**src/rtl/cset_pkg.sv**
```systemverilog
// Shared constants and types for the cache set replacement block.
// No dependencies; compile before every other file.
package cset_pkg;

   // Fixed widths of the channel fields.
   localparam int TAG_W = 20;
   localparam int WAY_W = 2;

   // Defaults for the top-level parameters.
   localparam int WAYS_DEF     = 4;
   localparam int TAG_BITS_DEF = 20;
   localparam int AGE_BITS_DEF = 8;

   // Commands from the controller to the datapath.
   typedef struct packed {
      logic capture;   // latch the request tag
      logic lookup;    // resolve hit / fill way / victim
      logic commit;    // write the set state and load the response
   } cset_cmd_type;

endpackage

```
**src/rtl/cset_if.sv**
```systemverilog
// Channel interfaces: request, response and configuration write.
// Depends on cset_pkg for the field widths.
interface cset_req_if;
   logic                        valid;
   logic                        ready;
   logic [cset_pkg::TAG_W-1:0]  access_tag;
   modport source (output valid, output access_tag, input ready);
   modport sink   (input valid, input access_tag, output ready);
endinterface

interface cset_rsp_if;
   logic                        valid;
   logic                        ready;
   logic                        hit;
   logic [cset_pkg::WAY_W-1:0]  way_used;
   logic                        evicted_valid;
   logic [cset_pkg::TAG_W-1:0]  evicted_tag;
   logic                        set_full;
   modport source (output valid, output hit, output way_used, output evicted_valid,
                   output evicted_tag, output set_full, input ready);
   modport sink   (input valid, input hit, input way_used, input evicted_valid,
                   input evicted_tag, input set_full, output ready);
endinterface

interface cset_csr_if;
   logic valid;
   logic ready;
   logic policy_mode;
   modport source (output valid, output policy_mode, input ready);
   modport sink   (input valid, input policy_mode, output ready);
endinterface

```
**src/rtl/cset_ctrl.sv**
```systemverilog
// Controller for the cache set: sequences capture, lookup and commit.
// Depends on cset_pkg for the command struct.
module cset_ctrl (
   input  logic                   clock,
   input  logic                   reset,
   input  logic                   req_valid,
   output logic                   req_ready,
   output logic                   rsp_valid,
   input  logic                   rsp_ready,
   output cset_pkg::cset_cmd_type cmd
);

   typedef enum logic [1:0] {S_IDLE, S_LOOKUP, S_UPDATE} state_type;

   state_type state_ff, state_in;
   logic      rsp_valid_ff, rsp_valid_in;
   logic      out_free;

   // Output slot can be loaded when empty or being drained this cycle.
   assign out_free  = !rsp_valid_ff || rsp_ready;
   assign req_ready = (state_ff == S_IDLE) || ((state_ff == S_UPDATE) && out_free);
   assign rsp_valid = rsp_valid_ff;

   always_comb begin
      cmd.capture  = req_valid && req_ready;
      cmd.lookup   = (state_ff == S_LOOKUP);
      cmd.commit   = (state_ff == S_UPDATE) && out_free;
      state_in     = state_ff;
      rsp_valid_in = rsp_valid_ff;
      if (rsp_ready) begin
         rsp_valid_in = 1'b0;
      end
      unique case (state_ff)
         S_IDLE: begin
            if (cmd.capture) state_in = S_LOOKUP;
         end
         S_LOOKUP: begin
            state_in = S_UPDATE;
         end
         S_UPDATE: begin
            if (out_free) begin
               rsp_valid_in = 1'b1;
               state_in     = cmd.capture ? S_LOOKUP : S_IDLE;
            end
         end
         default: state_in = S_IDLE;
      endcase
   end

   always_ff @(posedge clock) begin
      if (reset) begin
         state_ff     <= S_IDLE;
         rsp_valid_ff <= 1'b0;
      end else begin
         state_ff     <= state_in;
         rsp_valid_ff <= rsp_valid_in;
      end
   end

endmodule

```
**src/rtl/cset_dp.sv**
```systemverilog
// Datapath for the cache set: tags, valid bits, ages, policy register and
// the response payload register. Depends on cset_pkg.
module cset_dp #(
   parameter int WAYS     = cset_pkg::WAYS_DEF,
   parameter int TAG_BITS = cset_pkg::TAG_BITS_DEF,
   parameter int AGE_BITS = cset_pkg::AGE_BITS_DEF
) (
   input  logic                        clock,
   input  logic                        reset,
   input  cset_pkg::cset_cmd_type      cmd,
   input  logic [cset_pkg::TAG_W-1:0]  access_tag,
   input  logic                        csr_valid,
   input  logic                        csr_policy_mode,
   output logic                        hit,
   output logic [cset_pkg::WAY_W-1:0]  way_used,
   output logic                        evicted_valid,
   output logic [cset_pkg::TAG_W-1:0]  evicted_tag,
   output logic                        set_full
);

   localparam int TW   = cset_pkg::TAG_W;
   localparam int UW0  = cset_pkg::WAY_W;
   localparam int WIDX = (WAYS > 1) ? $clog2(WAYS) : 1;
   localparam int PAD  = 1 << WIDX;
   localparam int NODES = 2 * PAD - 1;
   localparam int WIDE = (TAG_BITS > TW) ? TAG_BITS : TW;
   localparam int UW   = (WIDX > UW0) ? WIDX : UW0;
   localparam logic [AGE_BITS-1:0] AGE_MAX = '1;

   // Set state
   logic [TAG_BITS-1:0] tags_ff   [WAYS];
   logic [WAYS-1:0]     valid_ff, valid_in;
   logic [AGE_BITS-1:0] ages_ff   [WAYS];
   logic [AGE_BITS-1:0] ages_in   [WAYS];
   logic                policy_ff;

   // Request and lookup decision
   logic [TAG_BITS-1:0] tag_ff, tag_in;
   logic                hit_ff, hit_in;
   logic [WIDX-1:0]     way_ff, way_in;
   logic                evict_ff, evict_in;
   logic [TAG_BITS-1:0] evtag_ff, evtag_in;

   // Response payload
   logic                rsp_hit_ff;
   logic [UW0-1:0]      rsp_way_ff;
   logic                rsp_evict_ff;
   logic [TW-1:0]       rsp_evtag_ff;
   logic                rsp_full_ff;

   logic [WIDE-1:0]     tag_wide;
   logic [WIDE-1:0]     evtag_wide;
   logic [UW-1:0]       way_wide;
   logic                any_empty;
   logic [WIDX-1:0]     hit_way, empty_way;
   logic [AGE_BITS-1:0] t_age [NODES];
   logic [WIDX-1:0]     t_idx [NODES];
   logic [AGE_BITS-1:0] old_age;

   assign tag_wide   = WIDE'(access_tag);
   assign tag_in     = tag_wide[TAG_BITS-1:0];
   assign evtag_wide = WIDE'(evtag_ff);
   assign way_wide   = UW'(way_ff);

   // Lookup: lowest valid match, lowest empty way, oldest way by a
   // tie-to-left max tree.
   always_comb begin
      hit_in    = 1'b0;
      hit_way   = '0;
      any_empty = 1'b0;
      empty_way = '0;
      for (int i = WAYS - 1; i >= 0; i--) begin
         if (valid_ff[i] && (tags_ff[i] == tag_ff)) begin
            hit_in  = 1'b1;
            hit_way = WIDX'(i);
         end
         if (!valid_ff[i]) begin
            any_empty = 1'b1;
            empty_way = WIDX'(i);
         end
      end
      for (int i = 0; i < PAD; i++) begin
         t_age[PAD-1+i] = (i < WAYS) ? ages_ff[i] : '0;
         t_idx[PAD-1+i] = WIDX'(i);
      end
      for (int n = PAD - 2; n >= 0; n--) begin
         if (t_age[2*n+2] > t_age[2*n+1]) begin
            t_age[n] = t_age[2*n+2];
            t_idx[n] = t_idx[2*n+2];
         end else begin
            t_age[n] = t_age[2*n+1];
            t_idx[n] = t_idx[2*n+1];
         end
      end
      evict_in = 1'b0;
      evtag_in = '0;
      if (hit_in) begin
         way_in = hit_way;
      end else if (any_empty) begin
         way_in = empty_way;
      end else begin
         way_in   = t_idx[0];
         evict_in = 1'b1;
         evtag_in = tags_ff[t_idx[0]];
      end
   end

   // Commit: install tag, mark valid, apply the age update of the policy.
   always_comb begin
      old_age  = ages_ff[way_ff];
      valid_in = valid_ff;
      valid_in[way_ff] = 1'b1;
      for (int i = 0; i < WAYS; i++) begin
         ages_in[i] = ages_ff[i];
      end
      if (!policy_ff) begin
         if (old_age != '0) begin
            for (int i = 0; i < WAYS; i++) begin
               if (valid_ff[i] && (ages_ff[i] <= old_age) && (ages_ff[i] != AGE_MAX)) begin
                  ages_in[i] = ages_ff[i] + 1'b1;
               end
            end
            ages_in[way_ff] = '0;
         end
      end else if (!hit_ff) begin
         for (int i = 0; i < WAYS; i++) begin
            if (ages_ff[i] != AGE_MAX) ages_in[i] = ages_ff[i] + 1'b1;
         end
         ages_in[way_ff] = '0;
      end
   end

   always_ff @(posedge clock) begin
      if (reset) begin
         valid_ff  <= '0;
         policy_ff <= 1'b0;
         for (int i = 0; i < WAYS; i++) ages_ff[i] <= '0;
      end else begin
         if (csr_valid) policy_ff <= csr_policy_mode;
         if (cmd.commit) begin
            valid_ff <= valid_in;
            for (int i = 0; i < WAYS; i++) ages_ff[i] <= ages_in[i];
         end
      end
   end

   always_ff @(posedge clock) begin
      if (cmd.capture) tag_ff <= tag_in;
      if (cmd.lookup) begin
         hit_ff   <= hit_in;
         way_ff   <= way_in;
         evict_ff <= evict_in;
         evtag_ff <= evtag_in;
      end
      if (cmd.commit) begin
         if (!hit_ff) tags_ff[way_ff] <= tag_ff;
         rsp_hit_ff   <= hit_ff;
         rsp_way_ff   <= way_wide[UW0-1:0];
         rsp_evict_ff <= evict_ff;
         rsp_evtag_ff <= evtag_wide[TW-1:0];
         rsp_full_ff  <= &valid_in;
      end
   end

   assign hit           = rsp_hit_ff;
   assign way_used      = rsp_way_ff;
   assign evicted_valid = rsp_evict_ff;
   assign evicted_tag   = rsp_evtag_ff;
   assign set_full      = rsp_full_ff;

endmodule

```
**src/rtl/cache_set_replacement_top.sv**
```systemverilog
// Top level of the cache set replacement block.
// Depends on cset_pkg, the channel interfaces, cset_ctrl and cset_dp.
//
//   channel | dir | fields                                              | moves
//   --------+-----+-----------------------------------------------------+-------------
//   req     | in  | access_tag[19:0]                                    | one request
//   rsp     | out | hit, way_used[1:0], evicted_valid, evicted_tag[19:0], set_full | one result
//   csr     | in  | policy_mode (0 LRU, 1 FIFO)                         | register write
//
// Each request passes a lookup step, which compares tags and picks the fill or
// victim way (a max tree over the way ages), and then a commit step, which
// writes the set state and loads the response register. A new request can be
// accepted during the commit step, so back-to-back requests need no idle step.
// Reset (synchronous, active high) clears valid bits, ages and the policy;
// tags are left unwritten. A stalled response holds the commit stage, and
// with it the next request; the csr port is always ready.
module cache_set_replacement_top #(
   parameter int WAYS     = cset_pkg::WAYS_DEF,
   parameter int TAG_BITS = cset_pkg::TAG_BITS_DEF,
   parameter int AGE_BITS = cset_pkg::AGE_BITS_DEF
) (
   input  logic       clock,
   input  logic       reset,
   cset_req_if.sink   req,
   cset_rsp_if.source rsp,
   cset_csr_if.sink   csr
);

   cset_pkg::cset_cmd_type cmd;

   // Configuration writes land in a single flop; never stall them.
   assign csr.ready = 1'b1;

   // Sequence the request through lookup and commit.
   cset_ctrl u_ctrl (
      .clock     (clock),
      .reset     (reset),
      .req_valid (req.valid),
      .req_ready (req.ready),
      .rsp_valid (rsp.valid),
      .rsp_ready (rsp.ready),
      .cmd       (cmd)
   );

   // Hold the set state and the response payload.
   cset_dp #(
      .WAYS     (WAYS),
      .TAG_BITS (TAG_BITS),
      .AGE_BITS (AGE_BITS)
   ) u_dp (
      .clock           (clock),
      .reset           (reset),
      .cmd             (cmd),
      .access_tag      (req.access_tag),
      .csr_valid       (csr.valid),
      .csr_policy_mode (csr.policy_mode),
      .hit             (rsp.hit),
      .way_used        (rsp.way_used),
      .evicted_valid   (rsp.evicted_valid),
      .evicted_tag     (rsp.evicted_tag),
      .set_full        (rsp.set_full)
   );

endmodule
```
**src/flat_wrapper.sv**
```systemverilog
// flat-port wrapper written by rule: the top's interface ports become plain ports
module cache_set_replacement_top_flat 
#(
   parameter int WAYS     = cset_pkg::WAYS_DEF,
   parameter int TAG_BITS = cset_pkg::TAG_BITS_DEF,
   parameter int AGE_BITS = cset_pkg::AGE_BITS_DEF
)
  (clock, reset, req_valid, req_access_tag, req_ready, rsp_valid, rsp_hit, rsp_way_used, rsp_evicted_valid, rsp_evicted_tag, rsp_set_full, rsp_ready, csr_valid, csr_policy_mode, csr_ready);
  cset_req_if req_i ();
  cset_rsp_if rsp_i ();
  cset_csr_if csr_i ();
  input  logic clock;
  input  logic reset;
  input wire logic [$bits(req_i.valid)-1:0] req_valid;
  input wire logic [$bits(req_i.access_tag)-1:0] req_access_tag;
  output wire logic [$bits(req_i.ready)-1:0] req_ready;
  output wire logic [$bits(rsp_i.valid)-1:0] rsp_valid;
  output wire logic [$bits(rsp_i.hit)-1:0] rsp_hit;
  output wire logic [$bits(rsp_i.way_used)-1:0] rsp_way_used;
  output wire logic [$bits(rsp_i.evicted_valid)-1:0] rsp_evicted_valid;
  output wire logic [$bits(rsp_i.evicted_tag)-1:0] rsp_evicted_tag;
  output wire logic [$bits(rsp_i.set_full)-1:0] rsp_set_full;
  input wire logic [$bits(rsp_i.ready)-1:0] rsp_ready;
  input wire logic [$bits(csr_i.valid)-1:0] csr_valid;
  input wire logic [$bits(csr_i.policy_mode)-1:0] csr_policy_mode;
  output wire logic [$bits(csr_i.ready)-1:0] csr_ready;
  assign req_i.valid = req_valid;
  assign req_i.access_tag = req_access_tag;
  assign req_ready = req_i.ready;
  assign rsp_valid = rsp_i.valid;
  assign rsp_hit = rsp_i.hit;
  assign rsp_way_used = rsp_i.way_used;
  assign rsp_evicted_valid = rsp_i.evicted_valid;
  assign rsp_evicted_tag = rsp_i.evicted_tag;
  assign rsp_set_full = rsp_i.set_full;
  assign rsp_i.ready = rsp_ready;
  assign csr_i.valid = csr_valid;
  assign csr_i.policy_mode = csr_policy_mode;
  assign csr_ready = csr_i.ready;
  cache_set_replacement_top #(.WAYS(WAYS), .TAG_BITS(TAG_BITS), .AGE_BITS(AGE_BITS)) u_core (.clock(clock), .reset(reset), .req(req_i), .rsp(rsp_i), .csr(csr_i));
endmodule
```
**config.mk**
```make
export PLATFORM = sky130hd
export DESIGN_NAME = cache_set_replacement_top_flat
export DESIGN_NICKNAME = d
export VERILOG_FILES = /design/src/rtl/cset_pkg.sv /design/src/rtl/cset_if.sv /design/src/rtl/cset_ctrl.sv /design/src/rtl/cset_dp.sv /design/src/rtl/cache_set_replacement_top.sv /design/src/flat_wrapper.sv
export SDC_FILE = /design/constraint.sdc
export NUM_CORES = 1
export LEC_CHECK = 0
export BUFFER_PORTS_ARGS = -buffer_cell sky130_fd_sc_hd__buf_2
export CAP_MARGIN = 15
export CORE_UTILIZATION = 44
export DETAILED_ROUTE_END_ITERATION = 16
export PLACE_DENSITY_LB_ADDON = 0.3
export RECOVER_POWER = 50
export SLEW_MARGIN = 10
export SYNTH_ARGS = -nofsm -noshare
export SYNTH_HDL_FRONTEND = slang
export SYNTH_SLANG_ARGS = --single-unit
export TNS_END_PERCENT = 1
```
**constraint.sdc**
```tcl
create_clock -name clock -period 7.3 [get_ports clock]
set_input_delay 0.365 -clock clock [delete_from_list [all_inputs] [get_ports clock]]
set_output_delay 0.365 -clock clock [all_outputs]
set_load 0.01 [all_outputs]
```
==> results.md, run 1 <==
- Synth area leader: edfxtp_1
- Routed len/inst: 19.2 um
- Clock-pin transition on the worst setup and hold timing paths: 80 ps
- Die area: 24100 sq um
- Die X: 155 um
- Status: complete, no violations
- Clock tree sinks: 191
- Core Area: 22800 sq um
- Initial Util: 45.3%
- TritonCTS clock tree: yes
- Overall Global Routing Usage: 20.3%
- Top layer in use: met4
- CTS Hold Bufs: 0
- Unrepaired setup endpoints after global routing: no
- Setup TNS: 0 ps
- Clock Latency Late Sink: 440 ps
- Cts repair resizes: 0
- Routed length on met1: 11300 um
- Overall power: 2.56 mW
- Layout Nets: 996
- Met2 wire length: 10200 um
- Pre-Repair DR Iteration Count: 6
- Starting DRT DRC Count: 673
- First-pass GRT wire length: 36500 um
- Initial antenna violation count: 0
- Final Cycle Share: 58.8%
- Syn Nets: 949
- Yosys synthesis warning count: 0
- Fin Clk Skew: 8.12 ps
- Slew Limit Fails: 0
- # rows: 55
- Area Overhead vs Synth: 11.4%
- Routed WL: 23700 um
- Largest net degree at the start of global routing: 33
- Via Count: 6927
- Power density over cell area: 223 nW/um^2
- Vias in the first global route: 6484
- Worst Setup End Kind: register
- Worst Hold Slack: 93.8 ps
- Ys async rst share: 0%
- DR WL met3: 1790 um
- Postcts setup bufs: 0
- Post-synth EDFFs: 181
- Core Util, Final: 50.4%
- Final hold vios: 0
- Via density: 5.60
- Final Setup Violations: 0
- DP Worst Slack: 3070 ps
- Cell total after placement: 1204
- Post-synthesis sequential area ratio: 54.5%
- CP Max Fanout: 32
- Antenna diodes: 0
- RD Place Congestion: 0.940
- Slew @ Worst Pin: 1490 ps
- Leak pwr: 4.23 nW
- Placed inst area: 11000 sq um
- Max IR drop VDD: 126 uV
- Register bit total from synthesis: 191
- Mean post-synth cell area: 12.0 sq um
- Worst EP arrival: 4670 ps
- Count of cell types in the netlist: 55
- CTS root buffer: clkbuf_16
- Hold Crit Class: input pin to register
- Syn Std Cell Area: 10300 sq um
- Fin cells: 1236
- Remaining DRCs: 0
- WS Path Type: register to register
- Startpoint Class: register
- Required @ worst endpoint: 7680 ps
- Tmin final: 4290 ps
- Design area: 11500 sq um
- Synth area leaders: edfxtp_1, ha_1, xnor2_1
- CTS Buffer Depth: 2
- # IOs: 54
- Post-Synthesis Cells: 863
- Maxcap violations: 0
- Port Buffers: 52
- F_max: 233 MHz
- Worst setup margin: 3010 ps
- Die height: 155 um
- Share of cells above drive strength 1: 9.86%
- Dominant synthesized flop cell: edfxtp_1
- Detail Route Antenna Nets: 0
- Dpl hpwl: 17200 um
- Htree depth: 4
- Clock buffer count from CTS: 17
- GRT overflow: 0
- Worst rel slew slack: 0.597%
- Top cell type's share of synthesized area: 52.6%
## final timing paths
path / start / end / slack (ps) / cells after the start
worst max register to register: u_core.u_dp.ages_ff[2][5] / register / 3010 / 16
worst min-delay path: req_access_tag[2] / u_core.u_dp.tag_ff[2] / 90 / 1
worst max-delay path: u_core.u_dp.ages_ff[2][5] / register / 3010 / 16
worst min register to register: u_core.u_dp.evtag_ff[4] / u_core.u_dp.evicted_tag[4] / 420 / 0
## cell type report
class,instances,area [sq um]
Clock buffer,17,425
Sequential cell,191,5640
Multi-Input combinational cell,603,4450
Fill cell,2047,11300
Timing Repair Buffer,61,283
Inverter,36,135
Clock inverter,15,191
Tap cell,313,392
## cell usage in the layout (no fill, tap or decap), types with 3 or more instances in the layout
master     netlist  routed
a21oi_1         45      45
nand2_1         70      70
xnor2_1         72      72
nand4_1         41      41
dfxtp_1         10      10
o31ai_1          3       3
ha_1            60      60
clkbuf_1        25      30
edfxtp_1       181     181
nand2b_1         8       8
mux4_2           6       6
clkinv_8         0       4
a211oi_1         6       6
o21ai_0         22      21
nand3_1         24      24
nor3_1          13      12
o211ai_1         4       4
buf_4            1       6
nor4_1          13      12
inv_1           36      36
nor2b_1         12      12
buf_2            5      25
xor2_1          19      19
or2_2            5       5
inv_8            0       5
a21o_1           7       7
nor2_1          39      39
o21a_1           3       3
clkbuf_16        0      17
mux2i_1         52      52
mux2_2           7       7
and3_1          28      28
a31oi_1          5       5
or3_1            9       9
## critical path: stages, from the launching register on
cell      delay [ps]
edfxtp_1         480
inv_1            120
ha_1             320
nand4_1          130
or2_2            350
o21ai_4           60
buf_4            440
mux2_2           400
ha_1             300
nor2b_1          140
o211ai_1         170
a21oi_1          120
o21ai_1          130
buf_4            260
mux2_2           360
o31ai_1          250
mux2_2           200
## metal layers
layer / GRT usage (%) / vias up
met1: 29.8 / 3298
met4: 7.05 / 0
met2: 29.9 / 267
li1: - / 3324
met3: 4.07 / 38
met5: 0 / -
## registers in the layout (all words and copies together), names as in the netlist, named ones only
signal / cells
u_core.u_ctrl.rsp_valid: 1
u_core.u_dp.evicted_tag: 20
u_core.u_dp.hit_ff: 1
u_core.u_dp.tags_ff: 80
u_core.u_dp.ages_ff: 32
u_core.u_dp.set_full: 1
u_core.u_ctrl.state_ff: 2
u_core.u_dp.policy_ff: 1
u_core.u_dp.evict_ff: 1
u_core.u_dp.way_used: 2
u_core.u_dp.evtag_ff: 20
u_core.u_dp.valid_ff: 4
u_core.u_dp.way_ff: 2
u_core.u_dp.tag_ff: 20
u_core.u_dp.hit: 1
u_core.u_dp.evicted_valid: 1
## synthesized netlist by cell type, types with 4 or more instances
cell type,number
ha_1,60
and3_1,28
nor2b_1,12
o21ai_0,22
mux2i_1,52
buf_2,5
o211ai_1,4
xnor2_1,72
inv_1,36
mux4_2,6
or3_1,9
nor4_1,13
a31oi_1,5
xor2_1,19
or2_2,5
nor3_1,13
clkbuf_1,25
nand4_1,41
a211oi_1,6
nor2_1,39
a21o_1,7
nand2_1,70
edfxtp_1,181
mux2_2,7
nand2b_1,8
dfxtp_1,10
a21oi_1,45
nand3_1,24
## logic make-up after synthesis
kind of cell               count (synthesis)  share of synthesized area, %
buffers and inverters                     69                          2.77
adders and majority gates                 60                          7.26
AOI/OAI and AO/OA                        109                          6.26
and+or+nand+nor                          275                          13.9
xor gates and xnor gates                  91                          7.71
muxes                                     67                          7.61
DFF                                      191                          54.5
other                                      1                        0.0363
## where the power goes
part,switching (mW),internal (mW)
Combinational,0.190,0.129
Clock,0.467,0.496
Sequential,0.0510,1.23
Total,0.708,1.85
Note: power is estimated with default switching activity, not from simulation.
==> run 2: changes to the inputs <==
clock period = 4.2 ns   (was 7.3 ns; I/O delays follow)
==> results.md, run 2 (synthesis gave the netlist of run 1 again) <==
- Status: finished, violations left
- Failing checks: capacitance limit, slew limit
- Startpoint Class: register
- Most common cell after layout, fill and taps aside: edfxtp_1
- F_max: 262 MHz
- Postcts setup bufs: 0
- Routed len/inst: 19.1 um
- Tmin final: 3810 ps
- Combinational share of power: 13.9%
- Area Overhead vs Synth: 15.7%
- Pre-Repair DR Iteration Count: 5
- Largest register FFs: 80
- Overall Global Routing Usage: 21.2%
- Remaining DRCs: 0
- Via Count: 7139
- # IOs: 54
- CTS root buffer: clkbuf_16
- CTS Buffer Depth: 2
- Clock power share: 37.8%
- Die height: 155 um
- Starting DRT DRC Count: 643
- P_sw: 1.24 mW
- Maxcap violations: 1
- RD Place Congestion: 0.918
- Worst EP arrival: 4180 ps
- Worst Setup End Kind: register
- Top reg by flops: u_core.u_dp.tags_ff
- Largest net degree at the start of global routing: 33
- Setup TNS: 0 ps
- GRT overflow: 0
- Layout Nets: 1045
- Final hold vios: 0
- First-pass GRT wire length: 38300 um
- Port Buffers: 52
- Met2 wire length: 10600 um
- Hold Crit Class: input pin to register
- DR WL met3: 1840 um
- Leak pwr: 4.46 nW
- Worst rel slew slack: -10.4%
- Slew @ Worst Pin: 1660 ps
- Fin Clk Skew: 14.3 ps
- Dpl hpwl: 17600 um
- Clock buffer count from CTS: 17
- Share of cells above drive strength 1: 12.4%
- Unrepaired setup endpoints after global routing: no
- Clock-pin transition on the worst setup and hold timing paths: 70 ps
- WS Path Type: register to register
- Sequential power share: 48.4%
- Die area: 24100 sq um
- Die X: 155 um
- Routed length on met1: 11500 um
- Power density over cell area: 380 nW/um^2
- Core Area: 22800 sq um
- Detail Route Antenna Nets: 0
- Top layer in use: met4
- Antenna diodes: 0
- CP Max Fanout: 13
- Internal Power: 3.31 mW
- Via density: 5.56
- Sw Share: 27.3%
- Htree depth: 4
- Overall power: 4.55 mW
- Most frequent cells in the layout: edfxtp_1, xnor2_1, nand2_1, ha_1, mux2i_1
- Initial antenna violation count: 0
- Cts repair resizes: 0
- Final Cycle Share: 90.8%
- Slew Limit Fails: 28
- Initial Util: 45.3%
- Max IR drop VDD: 290 uV
- Clock tree sinks: 191
- Required @ worst endpoint: 4570 ps
- Clock Latency Late Sink: 440 ps
- Routed WL: 24500 um
- TritonCTS clock tree: yes
- Top Registers: u_core.u_dp.tags_ff x80, u_core.u_dp.ages_ff x32
- Vias in the first global route: 6822
- Final Setup Violations: 0
- # rows: 55
-- run 2: cell count changes in the layout (fill, tap and decap cells not counted), moves of 2 or more --
cell / delta
buf_4: +28
dlygate4sd3_1: +21
inv_8: -3
nor3_1: -2
nor3_2: +2
-- run 2: critical path: stages (launching register included) --
cell,delay (ps)
edfxtp_1,480
inv_1,170
ha_1,280
a21oi_1,140
o21ai_0,150
o21ai_4,340
buf_4,300
o21ai_0,120
ha_1,340
nand4_1,120
or2_2,320
o21ai_1,170
mux2_2,370
o31ai_1,240
mux2_2,200
-- run 2: power groups by stage --
stage                     Sequential (mW)  Combinational, mW  Clock (mW)
after floorplan                      2.22              0.416           0
after global placement               2.24              0.601           0
after detailed placement             2.24              0.609           0
after CTS                            2.20              0.628        1.76
after global routing                 2.21              0.696        1.82
final                                2.20              0.631        1.72
-- run 2: repair_timing --
action | CTS | global route
endpoints found under the hold margin | 21 | 0
setup endpoints to repair | 0 | 0
hold buffers | 21 | 0
-- run 2: stage by stage --
step,util [%],instance area [sq um],setup WS [ps],hold WS [ps],std cells
floorplan,-,10300,404,309,863
finish,52.4,12000,386,23.6,1285
CTS,52.6,12000,400,8.94,1284
detailed placement,48.8,11200,414,388,1231
global route,52.4,12000,6.73,59.4,1285
global placement,48.8,11200,507,386,1231
-- run 2: worst paths after layout --
check                                               start                     endpoint  slack (ps)  depth (start not counted)
worst min register to register   u_core.u_dp.evtag_ff[14]  u_core.u_dp.evicted_tag[14]         420                          0
worst max register to register  u_core.u_dp.ages_ff[2][7]                     register         390                         14
worst max-delay path            u_core.u_dp.ages_ff[2][7]                     register         390                         14
worst min-delay path                            csr_valid        u_core.u_dp.policy_ff          20                          3
-- run 2: layout make-up --
class | instances | area [sq um]
tap | 313 | 392
clock buffer | 17 | 425
fill | 2012 | 10900
sequential | 191 | 5640
timing repair buffer | 110 | 703
inverter | 36 | 135
multi-input combinational | 603 | 4460
clock inverter | 15 | 215
-- run 2: per-layer routing --
| metal | track usage (%) | vias to the layer above |
|---|---|---|
| li1 | - | 3418 |
| met1 | 30.9 | 3420 |
| met2 | 31.2 | 271 |
| met3 | 4.35 | 30 |
| met4 | 7.52 | 0 |
| met5 | 0 | - |
